### config.mk
export PLATFORM = sky130hd
export DESIGN_NAME = char_lcd_nibble_command_encoder
export DESIGN_NICKNAME = d
export VERILOG_FILES = /design/src/rtl/clne_pkg.sv /design/src/rtl/clne_front.sv /design/src/rtl/clne_queue.sv /design/src/rtl/clne_back.sv /design/src/rtl/char_lcd_nibble_command_encoder.sv
export SDC_FILE = /design/constraint.sdc
export NUM_CORES = 1
export LEC_CHECK = 0
export BUFFER_PORTS_ARGS = -buffer_cell sky130_fd_sc_hd__buf_2
export CAP_MARGIN = 20
export CORE_MARGIN = 10
export CORE_UTILIZATION = 52
export CTS_CLUSTER_DIAMETER = 60
export CTS_CLUSTER_SIZE = 10
export DETAILED_ROUTE_END_ITERATION = 10
export PLACE_DENSITY = 0.87
export SKIP_CTS_REPAIR_TIMING = 1
export SYNTH_ARGS = -nofsm -noshare
export SYNTH_HDL_FRONTEND = slang
export SYNTH_SLANG_ARGS = --single-unit
### constraint.sdc
create_clock -name clk -period 2.13 [get_ports clk]
set_clock_uncertainty 0.05 [all_clocks]
set_input_delay 0.3195 -clock clk [delete_from_list [all_inputs] [get_ports clk]]
set_output_delay 0.3195 -clock clk [all_outputs]
set_load 0.02 [all_outputs]
### src/rtl/clne_pkg.sv
`timescale 1ns / 1ps
// ----------------------------------------------------------------------------
// clne_pkg: shared types and constants
// Request codes, bus constants and queue entry types for the LCD nibble encoder.
// ----------------------------------------------------------------------------
package clne_pkg;

  typedef enum logic [1:0] {
    FUNC_INIT = 2'd0,
    FUNC_PUT  = 2'd1,
    FUNC_GOTO = 2'd2,
    FUNC_RAW  = 2'd3
  } func_t;

  typedef enum logic [1:0] {
    CFG_FUNCTION_SET = 2'd0,
    CFG_DISPLAY_CTRL = 2'd1,
    CFG_ENTRY_MODE   = 2'd2
  } cfg_idx_t;

  localparam logic [7:0] FUNCTION_SET_RST = 8'h20 | (8'h02 << 2);
  localparam logic [7:0] DISPLAY_CTRL_RST = 8'h0C;
  localparam logic [7:0] ENTRY_MODE_RST   = 8'h06;

  // Control characters for put character
  localparam logic [7:0] CHAR_FORMFEED  = 8'h0C;
  localparam logic [7:0] CHAR_NEWLINE   = 8'h0A;
  localparam logic [7:0] CHAR_BACKSPACE = 8'h08;

  // Commands
  localparam logic [7:0] CMD_CLEAR       = 8'h01;
  localparam logic [7:0] CMD_LINE2       = 8'hC0;
  localparam logic [7:0] CMD_CURSOR_LEFT = 8'h10;

  // Set-address bases for rows one to four
  localparam logic [7:0] ROW1_BASE = 8'h80;
  localparam logic [7:0] ROW2_BASE = 8'hC0;
  localparam logic [7:0] ROW3_BASE = 8'h94;
  localparam logic [7:0] ROW4_BASE = 8'hD4;

  // Wake-up nibbles
  localparam logic [3:0] WAKE_NIB  = 4'h3;
  localparam logic [3:0] MODE4_NIB = 4'h2;

  localparam int unsigned INIT_WRITES = 12;
  localparam int unsigned BYTE_WRITES = 2;
  localparam int unsigned STEP_W      = $clog2(INIT_WRITES);
  localparam logic [STEP_W-1:0] INIT_LAST = STEP_W'(INIT_WRITES - 1);
  localparam logic [STEP_W-1:0] BYTE_LAST = STEP_W'(BYTE_WRITES - 1);

  localparam int unsigned QUEUE_DEPTH = 2;
  localparam int unsigned QPTR_W      = $clog2(QUEUE_DEPTH);
  localparam int unsigned QCNT_W      = $clog2(QUEUE_DEPTH + 1);

  // One classified request: either the init sequence or one byte
  typedef struct packed {
    logic       is_init;
    logic [7:0] data;
    logic       rs;
  } entry_t;

  typedef struct packed {
    logic [7:0] function_set;
    logic [7:0] display_ctrl;
    logic [7:0] entry_mode;
  } cfg_t;

  typedef struct packed {
    logic              head_valid;
    logic [QCNT_W-1:0] count;
  } q_status_t;

  typedef struct packed {
    logic              fire;
    logic              pop;
    logic [STEP_W-1:0] step;
  } back_status_t;

endpackage

### src/rtl/clne_front.sv
`timescale 1ns / 1ps
// ----------------------------------------------------------------------------
// clne_front: request classifier
// Maps a request to either the init sequence or one byte plus register select.
// ----------------------------------------------------------------------------
module clne_front (
  input  logic [1:0]      in_func,
  input  logic [7:0]      in_char_code,
  input  logic [5:0]      in_column,
  input  logic [2:0]      in_row,
  output clne_pkg::entry_t entry
);

  logic [7:0] base;

  always_comb begin
    unique case (in_row)
      3'd2:    base = clne_pkg::ROW2_BASE;
      3'd3:    base = clne_pkg::ROW3_BASE;
      3'd4:    base = clne_pkg::ROW4_BASE;
      default: base = clne_pkg::ROW1_BASE;  // row one and invalid rows
    endcase
  end

  always_comb begin
    entry = '0;
    unique case (clne_pkg::func_t'(in_func))
      clne_pkg::FUNC_INIT: begin
        entry.is_init = 1'b1;
      end
      clne_pkg::FUNC_PUT: begin
        unique case (in_char_code)
          clne_pkg::CHAR_FORMFEED:  entry.data = clne_pkg::CMD_CLEAR;
          clne_pkg::CHAR_NEWLINE:   entry.data = clne_pkg::CMD_LINE2;
          clne_pkg::CHAR_BACKSPACE: entry.data = clne_pkg::CMD_CURSOR_LEFT;
          default: begin
            entry.data = in_char_code;
            entry.rs   = 1'b1;
          end
        endcase
      end
      clne_pkg::FUNC_GOTO: begin
        // column counts from one; wraps mod 256
        entry.data = base + {2'b00, in_column} - 8'd1;
      end
      default: begin
        entry.data = in_char_code;
        entry.rs   = 1'b1;
      end
    endcase
  end

endmodule

### src/rtl/clne_queue.sv
`timescale 1ns / 1ps
// ----------------------------------------------------------------------------
// clne_queue: request queue
// Small FIFO of classified requests between the front and the back.
// ----------------------------------------------------------------------------
module clne_queue (
  input  logic                clk,
  input  logic                rst_n,
  input  logic                push,
  input  clne_pkg::entry_t    push_entry,
  input  logic                pop,
  output logic                full,
  output clne_pkg::entry_t    head,
  output clne_pkg::q_status_t status
);

  clne_pkg::entry_t                  mem [clne_pkg::QUEUE_DEPTH];
  logic [clne_pkg::QPTR_W-1:0]       wr_ptr_r, wr_ptr_nxt;
  logic [clne_pkg::QPTR_W-1:0]       rd_ptr_r, rd_ptr_nxt;
  logic [clne_pkg::QCNT_W-1:0]       count_r, count_nxt;

  function automatic logic [clne_pkg::QPTR_W-1:0] ptr_inc(
    input logic [clne_pkg::QPTR_W-1:0] p
  );
    if (p == clne_pkg::QPTR_W'(clne_pkg::QUEUE_DEPTH - 1)) return '0;
    return p + 1'b1;
  endfunction

  always_comb begin
    wr_ptr_nxt = push ? ptr_inc(wr_ptr_r) : wr_ptr_r;
    rd_ptr_nxt = pop  ? ptr_inc(rd_ptr_r) : rd_ptr_r;
    count_nxt  = count_r;
    if (push && !pop) count_nxt = count_r + 1'b1;
    else if (!push && pop) count_nxt = count_r - 1'b1;
  end

  always_ff @(posedge clk) begin
    if (!rst_n) begin
      wr_ptr_r <= '0;
      rd_ptr_r <= '0;
      count_r  <= '0;
    end else begin
      wr_ptr_r <= wr_ptr_nxt;
      rd_ptr_r <= rd_ptr_nxt;
      count_r  <= count_nxt;
    end
  end

  always_ff @(posedge clk) begin
    if (push) mem[wr_ptr_r] <= push_entry;
  end

  assign full              = (count_r == clne_pkg::QCNT_W'(clne_pkg::QUEUE_DEPTH));
  assign head              = mem[rd_ptr_r];
  assign status.head_valid = (count_r != '0);
  assign status.count      = count_r;

endmodule

### src/rtl/clne_back.sv
`timescale 1ns / 1ps
// ----------------------------------------------------------------------------
// clne_back: nibble sequencer
// Walks the head request one nibble write per cycle, while the output is not stalled, into the output register.
// ----------------------------------------------------------------------------
module clne_back (
  input  logic                   clk,
  input  logic                   rst_n,
  input  clne_pkg::cfg_t         cfg,
  input  logic                   head_valid,
  input  clne_pkg::entry_t       head,
  output logic                   pop,
  output clne_pkg::back_status_t status,
  output logic                   out_valid,
  input  logic                   out_stall,
  output logic [3:0]             out_bus_nibble,
  output logic                   out_reg_select,
  output logic                   out_last_write
);

  logic [clne_pkg::STEP_W-1:0] step_r, step_nxt;
  logic                        out_valid_r, out_valid_nxt;
  logic [3:0]                  nib_r, nib_nxt;
  logic                        rs_r, rs_nxt;
  logic                        last_r, last_nxt;
  logic                        load, fire, at_last;
  logic [3:0]                  init_nib;

  always_comb begin
    unique case (step_r) inside
      4'd0, 4'd1, 4'd2: init_nib = clne_pkg::WAKE_NIB;
      4'd3:  init_nib = clne_pkg::MODE4_NIB;
      4'd4:  init_nib = cfg.function_set[7:4];
      4'd5:  init_nib = cfg.function_set[3:0];
      4'd6:  init_nib = cfg.display_ctrl[7:4];
      4'd7:  init_nib = cfg.display_ctrl[3:0];
      4'd8:  init_nib = clne_pkg::CMD_CLEAR[7:4];
      4'd9:  init_nib = clne_pkg::CMD_CLEAR[3:0];
      4'd10: init_nib = cfg.entry_mode[7:4];
      4'd11: init_nib = cfg.entry_mode[3:0];
      default: init_nib = 4'h0;
    endcase
  end

  always_comb begin
    load    = !out_valid_r || !out_stall;
    fire    = load && head_valid;
    at_last = (step_r == (head.is_init ? clne_pkg::INIT_LAST : clne_pkg::BYTE_LAST));
    pop     = fire && at_last;

    nib_nxt  = nib_r;
    rs_nxt   = rs_r;
    last_nxt = last_r;
    step_nxt = step_r;
    out_valid_nxt = load ? 1'b0 : out_valid_r;
    if (fire) begin
      out_valid_nxt = 1'b1;
      last_nxt      = at_last;
      rs_nxt        = head.rs;
      if (head.is_init) nib_nxt = init_nib;
      else nib_nxt = step_r[0] ? head.data[3:0] : head.data[7:4];
      step_nxt = at_last ? '0 : step_r + 1'b1;
    end
  end

  always_ff @(posedge clk) begin
    if (!rst_n) begin
      out_valid_r <= 1'b0;
      step_r      <= '0;
    end else begin
      out_valid_r <= out_valid_nxt;
      step_r      <= step_nxt;
    end
  end

  always_ff @(posedge clk) begin
    nib_r  <= nib_nxt;
    rs_r   <= rs_nxt;
    last_r <= last_nxt;
  end

  assign out_valid      = out_valid_r;
  assign out_bus_nibble = nib_r;
  assign out_reg_select = rs_r;
  assign out_last_write = last_r;
  assign status.fire    = fire;
  assign status.pop     = pop;
  assign status.step    = step_r;

endmodule

### src/rtl/char_lcd_nibble_command_encoder.sv
`timescale 1ns / 1ps
// ----------------------------------------------------------------------------
// char_lcd_nibble_command_encoder: character LCD 4-bit command encoder
// Turns init, put-character, goto and raw-data requests into nibble writes.
// ----------------------------------------------------------------------------
// Usage:
//   Input channel (in_valid / in_stall): one request per transaction, kind in
//   in_func. Accepted when in_valid is high and in_stall is low.
//   Output channel (out_valid / out_stall): one nibble write per transaction,
//   high nibble first, with register select and a flag on the request's last
//   write.
//   Config port: cfg_we writes cfg_data[7:0] to register cfg_idx (0 function
//   set, 1 display control, 2 entry mode); index 3 is ignored. Write only
//   while idle.
//   Path: an accepted request is held in the queue, and its first nibble
//   then in the output register, before that nibble can be taken.
//   Throughput: one nibble write per cycle while out_stall is low, set by the back
//   sequencer; a byte request is two nibble writes, init is twelve.
//   A two-entry request queue decouples the classifier from the sequencer;
//   in_stall rises only when that queue is full.
//   Reset: queue empties, sequencer returns to step 0, registers take their
//   defaults (0x28, 0x0C, 0x06).
//   Output stall: the output register holds its transaction, the sequencer
//   pauses, and the queue keeps taking requests until full.
// ----------------------------------------------------------------------------
module char_lcd_nibble_command_encoder (
  input  logic       clk,
  input  logic       rst_n,
  input  logic       in_valid,
  output logic       in_stall,
  input  logic [1:0] in_func,
  input  logic [7:0] in_char_code,
  input  logic [5:0] in_column,
  input  logic [2:0] in_row,
  output logic       out_valid,
  input  logic       out_stall,
  output logic [3:0] out_bus_nibble,
  output logic       out_reg_select,
  output logic       out_last_write,
  input  logic       cfg_we,
  input  logic [1:0] cfg_idx,
  input  logic [7:0] cfg_data
);

  clne_pkg::cfg_t         cfg_r, cfg_nxt;
  clne_pkg::entry_t       front_entry;
  clne_pkg::entry_t       head;
  clne_pkg::q_status_t    q_status;
  clne_pkg::back_status_t b_status;
  logic                   q_full;
  logic                   push;
  logic                   pop;

  // Configuration registers
  always_comb begin
    cfg_nxt = cfg_r;
    if (cfg_we) begin
      unique case (clne_pkg::cfg_idx_t'(cfg_idx))
        clne_pkg::CFG_FUNCTION_SET: cfg_nxt.function_set = cfg_data;
        clne_pkg::CFG_DISPLAY_CTRL: cfg_nxt.display_ctrl = cfg_data;
        clne_pkg::CFG_ENTRY_MODE:   cfg_nxt.entry_mode   = cfg_data;
        default: ;  // unmapped index
      endcase
    end
  end

  always_ff @(posedge clk) begin
    if (!rst_n) begin
      cfg_r.function_set <= clne_pkg::FUNCTION_SET_RST;
      cfg_r.display_ctrl <= clne_pkg::DISPLAY_CTRL_RST;
      cfg_r.entry_mode   <= clne_pkg::ENTRY_MODE_RST;
    end else begin
      cfg_r <= cfg_nxt;
    end
  end

  // Front: classify the incoming request
  clne_front u_front (
    .in_func      (in_func),
    .in_char_code (in_char_code),
    .in_column    (in_column),
    .in_row       (in_row),
    .entry        (front_entry)
  );

  assign in_stall = q_full;
  assign push     = in_valid && !q_full;

  clne_queue u_queue (
    .clk        (clk),
    .rst_n      (rst_n),
    .push       (push),
    .push_entry (front_entry),
    .pop        (pop),
    .full       (q_full),
    .head       (head),
    .status     (q_status)
  );

  // Back: sequence nibble writes from the queue head
  clne_back u_back (
    .clk            (clk),
    .rst_n          (rst_n),
    .cfg            (cfg_r),
    .head_valid     (q_status.head_valid),
    .head           (head),
    .pop            (pop),
    .status         (b_status),
    .out_valid      (out_valid),
    .out_stall      (out_stall),
    .out_bus_nibble (out_bus_nibble),
    .out_reg_select (out_reg_select),
    .out_last_write (out_last_write)
  );

  // Assertions
  a_step_needs_head: assert property (@(posedge clk) disable iff (!rst_n)
    (b_status.step != '0) |-> q_status.head_valid)
    else $error("sequencer mid-request with empty queue");

  a_step_range: assert property (@(posedge clk) disable iff (!rst_n)
    b_status.step <= clne_pkg::INIT_LAST)
    else $error("sequencer step out of range");

  a_pop_marks_last: assert property (@(posedge clk) disable iff (!rst_n)
    b_status.pop |=> (out_valid && out_last_write))
    else $error("queue pop without last-write flag on output");

  a_fire_gives_valid: assert property (@(posedge clk) disable iff (!rst_n)
    (b_status.fire && !b_status.pop) |=> (out_valid && !out_last_write))
    else $error("mid-request write flagged as last");

  a_count_bound: assert property (@(posedge clk) disable iff (!rst_n)
    q_status.count <= clne_pkg::QCNT_W'(clne_pkg::QUEUE_DEPTH))
    else $error("queue count overflow");

endmodule

# Word-level counts from Yosys, hierarchy flattened
# Memories as Yosys holds them, arrays and structs flattened. A register that Yosys moved wholly into a read port is not among the register bits.
# Index checks and enable logic that the tools add are counted.
# totals
regBits	39
ram_bits	20
memories	1
out_inout_bits	8
# classes
eq_ne	22
muxes	25
addsub	7
n_reduce_logical	23
# memory_table
memory	depth	width	read_ports	rd_ports_with_merged_regs	write_ports	line_no	text
u_queue.mem	2	10	1	1	1	clne_queue.sv:17	clne_pkg::entry_t mem [clne_pkg::QUEUE_DEPTH];
# op_table
op	n
$pmux W8 S3	2
$pmux W4 S9	1
$eq A8 B4 Y1 const B	3
$pmux W7 S3	1
$eq A4 B3 Y1 const B	4
$mux W4	4
$mux W1	14
$eq A4 B4 Y1 const B	3
$add A8 B6 Y8	1
$eq A4 B2 Y1 const B	2
$sub A8 B1 Y8 const B	1
$eq A2 B2 Y1 const B	3
$eq A3 B2 Y1 const B	2
$reduce_and A2 Y1	3
$reduce_bool A2 Y1	3
$reduce_or A3 Y1	2
$logic_and A1 B1 Y1	5
$logic_not A1 Y1	5
$add A4 B1 Y4 const B	1
$eq A2 B1 Y1 const B	2
$eq A4 B1 Y1 const B	1
$eq A4 B4 Y1	1
$logic_not A2 Y1	2
$logic_not A4 Y1	1
8 further kinds	10

# Logic depth before layout (Yosys ltp)
# logic_depth
depth_word	7
ltp_mapped	10
ltp_nobuf	10

# Modules after synthesis
# Synthesis repeated with hierarchy kept, for this count alone.
# unflattened
cells_unflattened	309
hier_area_um2	3248.1
# by_module_without_submodules
mod	area_each_um2	n_inst	cells_each	seq_area_each_um2
char_lcd_nibble_command_encoder	957.2	1	96	480.5
clne_queue	939.7	1	53	700.7
clne_back	824.5	1	86	280.3
clne_front	526.8	1	74	0.0

# Worst setup path before layout
# No wires, ideal clock.
# synth_path
path_kind	register to register
startpoint	register u_back.step_r[0] in the netlist's numbering
endpoint	register u_queue.count_r[1] in the netlist's numbering
stages_incl_launch_ff	8
period_less_slack_ns	2.133
arrival_time_ns	2.007
setup_time_ns	0.076
setup_slack_ns	-0.003
required_ns	2.004
cell_sequence	dfxtp_1 buf_4 or4b_4 mux2i_4 nand2_4 ha_1 or3_1 a21boi_0
# synth_via
elab_chain_len	5
# synth_rtl
item	line_no	text
from (decl)	clne_back.sv:21	logic [clne_pkg::STEP_W-1:0] step_r, step_nxt;
from (signal assigned)	clne_back.sv:72	step_r <= step_nxt;
$eq A4 B4 Y1 (*)	clne_back.sv:48	at_last = (step_r == (head.is_init ? clne_pkg::INIT_LAST : clne_pkg::BYTE_LAST));
via u_back.at_last	clne_back.sv:26	logic load, fire, at_last;
$logic_and A1 B1 Y1 (*)	clne_back.sv:49	pop = fire && at_last;
$logic_not A1 Y1	clne_queue.sv:33	if (push && !pop) count_nxt = count_r + 1'b1;
$logic_and A1 B1 Y1	clne_queue.sv:33	
$mux W2 or $reduce_bool A2 Y1 (tied branches)	-	
to (signal assigned)	clne_queue.sv:45	count_r <= count_nxt;
to (decl)	clne_queue.sv:20	logic [clne_pkg::QCNT_W-1:0] count_r, count_nxt;
# The timed path passes the listed nets; every way through them passes the cells marked *.
# A chain may end at the register's enable or synchronous reset.

# Final worst setup path
# layout_path
startpoint	register u_back.step_r[1] in the netlist's numbering
endpoint	register u_queue.count_r[1] in the netlist's numbering
# Same word-level chain as after synthesis.

==> out/metrics.yaml <==
pwr:
  p_total_w: 0.00365
  peakVddDrop_mv: 0.542
  p_leak_nw: 1.61
  p_per_area_nw_per_um2: 975
drt:
  wirelength_mm: 6.83
  wl_per_cell_um: 16.1
  dr_total_vias: 2398
  post-route-drc-count: 0
  viasPerCell: 5.66
  drt_iter0_markers: 102
  dr.pass1.iters: 5
  antenna_left: 0
placed_design:
  placed_cells: 408
  io_buffer_count: 41
  hpwl_mm: 5.13
  place_ws_ns: -0.221
  place.gp.congestion: 0.872
global_route:
  grt_overflow: 0
  grt_pass1_vias: 2515
  antenna_found_initial: 0
  grt_usage_pct: 14.5
  grt_pass1_wl_mm: 11.6
  grt_max_degree: 36
critical_path:
  crit_fanout: 3
  r2r-start: "u_back.step_r[1]"
  critical_path.n_buffers_inverters: 0
  critical_path_depth: 7
  crit_slowest_cell: "or4b_4"
  required_ns: 2.35
  worstSetupStartpoint: "u_back.step_r[1]"
  critical_path.max_stage_delay_ns: 0.54
  end_kind: "flip-flop"
  arrival_ns: 2.26
  r2r_cells: 7
  cp_top_family: "simple AND/OR/NAND/NOR gates"
  startpoint_type: "flip-flop"
  crit_chain: "or4b_4 -> mux2i_4 -> nand2_4 -> ha_4 -> xor2_1 -> or3_1 -> a21boi_1"
  path_class: "reg2reg"
floorplanning:
  chipWidth_um: 98.3
  fp.dieH_um: 98.3
  io_pins: 42
  dieArea_um2: 9660
  start_util_pct: 53.8
  coreArea_um2: 5920
  num_rows: 28
clocking:
  insertion_delay_ns: 0.34
  htreeDepth: 3
  cts-root-buf: "clkbuf_8"
  clockBufferDepth: 2
  clk_pin_slew_ns: 0.07
  cts_tree: "done"
  cts.sinks: 60
  cts_buffers: 9
yosys:
  synth_top_area_share_pct: 24.5
  ys_ff_latch: 60
  ys.warnings.count: 0
  syn-cell-area_um2: 3190
  ys_async_sr_fraction_pct: 0
  synth_ff_type: "dfxtp_1"
  syn_inst: 289
  synth_common_cells: "dfxtp_1, mux2i_1, edfxtp_1"
  synth_edf_count: 26
  yosysMostFrequentCell: "dfxtp_1"
  synth_top_cell_by_area: "edfxtp_1"
  yosys-top-cells-area: "edfxtp_1, dfxtp_1, mux2i_1"
  seq_area_frac_synth_pct: 45.9
  synth.distinct_cells: 59
  syn-num-nets: 338
  postSynthAreaPerCell_um2: 11.0
status:
  outcome: "completed"
timing:
  post-route-period-util_pct: 95.7
  fin_hold_ws_ns: 0.182
  timing.fmax_ghz: 0.491
  worst_pin_slew_ns: 0.579
  slew_headroom_pct: 61.3
  finalHoldViolations: 0
  finalMaxSlewViolations: 0
  finalSetupViolCount: 0
  fin_ws_ns: 0.0917
  finalCriticalPeriod_ns: 2.04
run:
  drv_cap: 0
cells_and_area:
  stdcell_count: 424
  drive_above_1_share_pct: 25.2
  antenna_cells: 0
  final_core_util_pct: 63.2
  nNetsFinal: 393
  area_growth_syn_to_layout_pct: 17.5
worst_hold_path:
  whs_path_depth: 3
  hp-start: "cfg_data[1]"
  hold_path_class: "in2reg"
-- path summary, 6_finish.rpt --
path                        end  slack, ns
min                    cfg_r[1]       0.18
min reg2reg           flip-flop       0.43
max reg2reg  u_queue.count_r[1]       0.09
max          u_queue.count_r[1]       0.09
-- cell families (layout without fill, tap and decap cells) --
logic type      Yosys count  count (layout)  share of synthesized area (%)
mux                      36              36                           14.0
compound gates           57              57                           13.1
flops                    60              60                           45.9
buf+inv                  29              89                           3.93
xor+xnor                  7               7                           1.92
simple gates             85              85                           15.1
fa+ha+maj                15              15                           6.12
-- state kept, by name, summed over array words and instances (netlist names), named ones only --
register / count
cfg_r: 24
u_queue.mem: 20
u_back.out_bus_nibble: 4
u_back.step_r: 4
u_queue.count_r: 2
u_back.out_last_write: 1
u_back.out_reg_select: 1
u_back.out_valid: 1
u_queue.rd_ptr_r: 1
u_queue.wr_ptr_r: 1
-- placed cells by master, fill, tap and decap left out, drive strengths merged, types with 2 or more instances in the layout --
cell	synthesis	layout
a211oi	5	5
a21boi	2	2
a21oi	9	9
a222oi	2	2
a22o	3	3
a22oi	9	9
a2bb2oi	3	3
and2	4	4
buf	6	56
clkbuf	6	11
clkinv	0	5
dfxtp	34	34
edfxtp	26	26
ha	14	14
inv	17	17
mux2	3	3
mux2i	29	29
mux4	4	4
nand2	24	24
nand2b	5	5
nand3	4	4
nand3b	2	2
nand4	2	2
nor2	9	9
nor2b	22	22
nor3	2	2
o21ai	10	10
o22ai	3	3
or3	2	2
or4	2	2
or4b	2	2
xnor2	4	4
xor2	3	3
-- worst reg2reg max path, cell delays in order (launching register included) --
cell	delay [ns]
dfxtp_1	0.31
or4b_4	0.54
mux2i_4	0.22
nand2_4	0.10
ha_4	0.16
xor2_1	0.14
or3_1	0.31
a21boi_1	0.13
-- power breakdown --
part           leakage, nW  switching (W)  internal, W
Combinational        0.988       0.000635     0.000535
Sequential           0.525       0.000103      0.00144
Clock                0.101       0.000420     0.000511
-- cell type report --
| cell class | count | area [um2] |
|---|---|---|
| well taps | 75 | 93.8 |
| repair buffers | 56 | 318 |
| flip-flops and latches | 60 | 1460 |
| fillers | 456 | 2180 |
| clock inverters | 5 | 23.8 |
| inverters | 17 | 63.8 |
| multi-input cells | 200 | 1620 |
| clock buffers | 11 | 163 |
-- metrics by stage --
step / setup TNS (ns) / area, um2
floorplan: 0 / 3200
global placement: -0.438 / 3550
detailed placement: -1.18 / 3550
CTS: 0 / 3740
global route: -0.00324 / 3740
finish: 0 / 3740
-- per-layer routing --
| layer | global-route usage [%] | routed length [um] |
|---|---|---|
| met1 | 16.3 | 2890 |
| met2 | 24.7 | 3540 |
| met3 | 3.88 | 276 |
| met4 | 7.28 | 119 |
| met5 | 0 | 0 |
(Power assumes the default switching activity.)
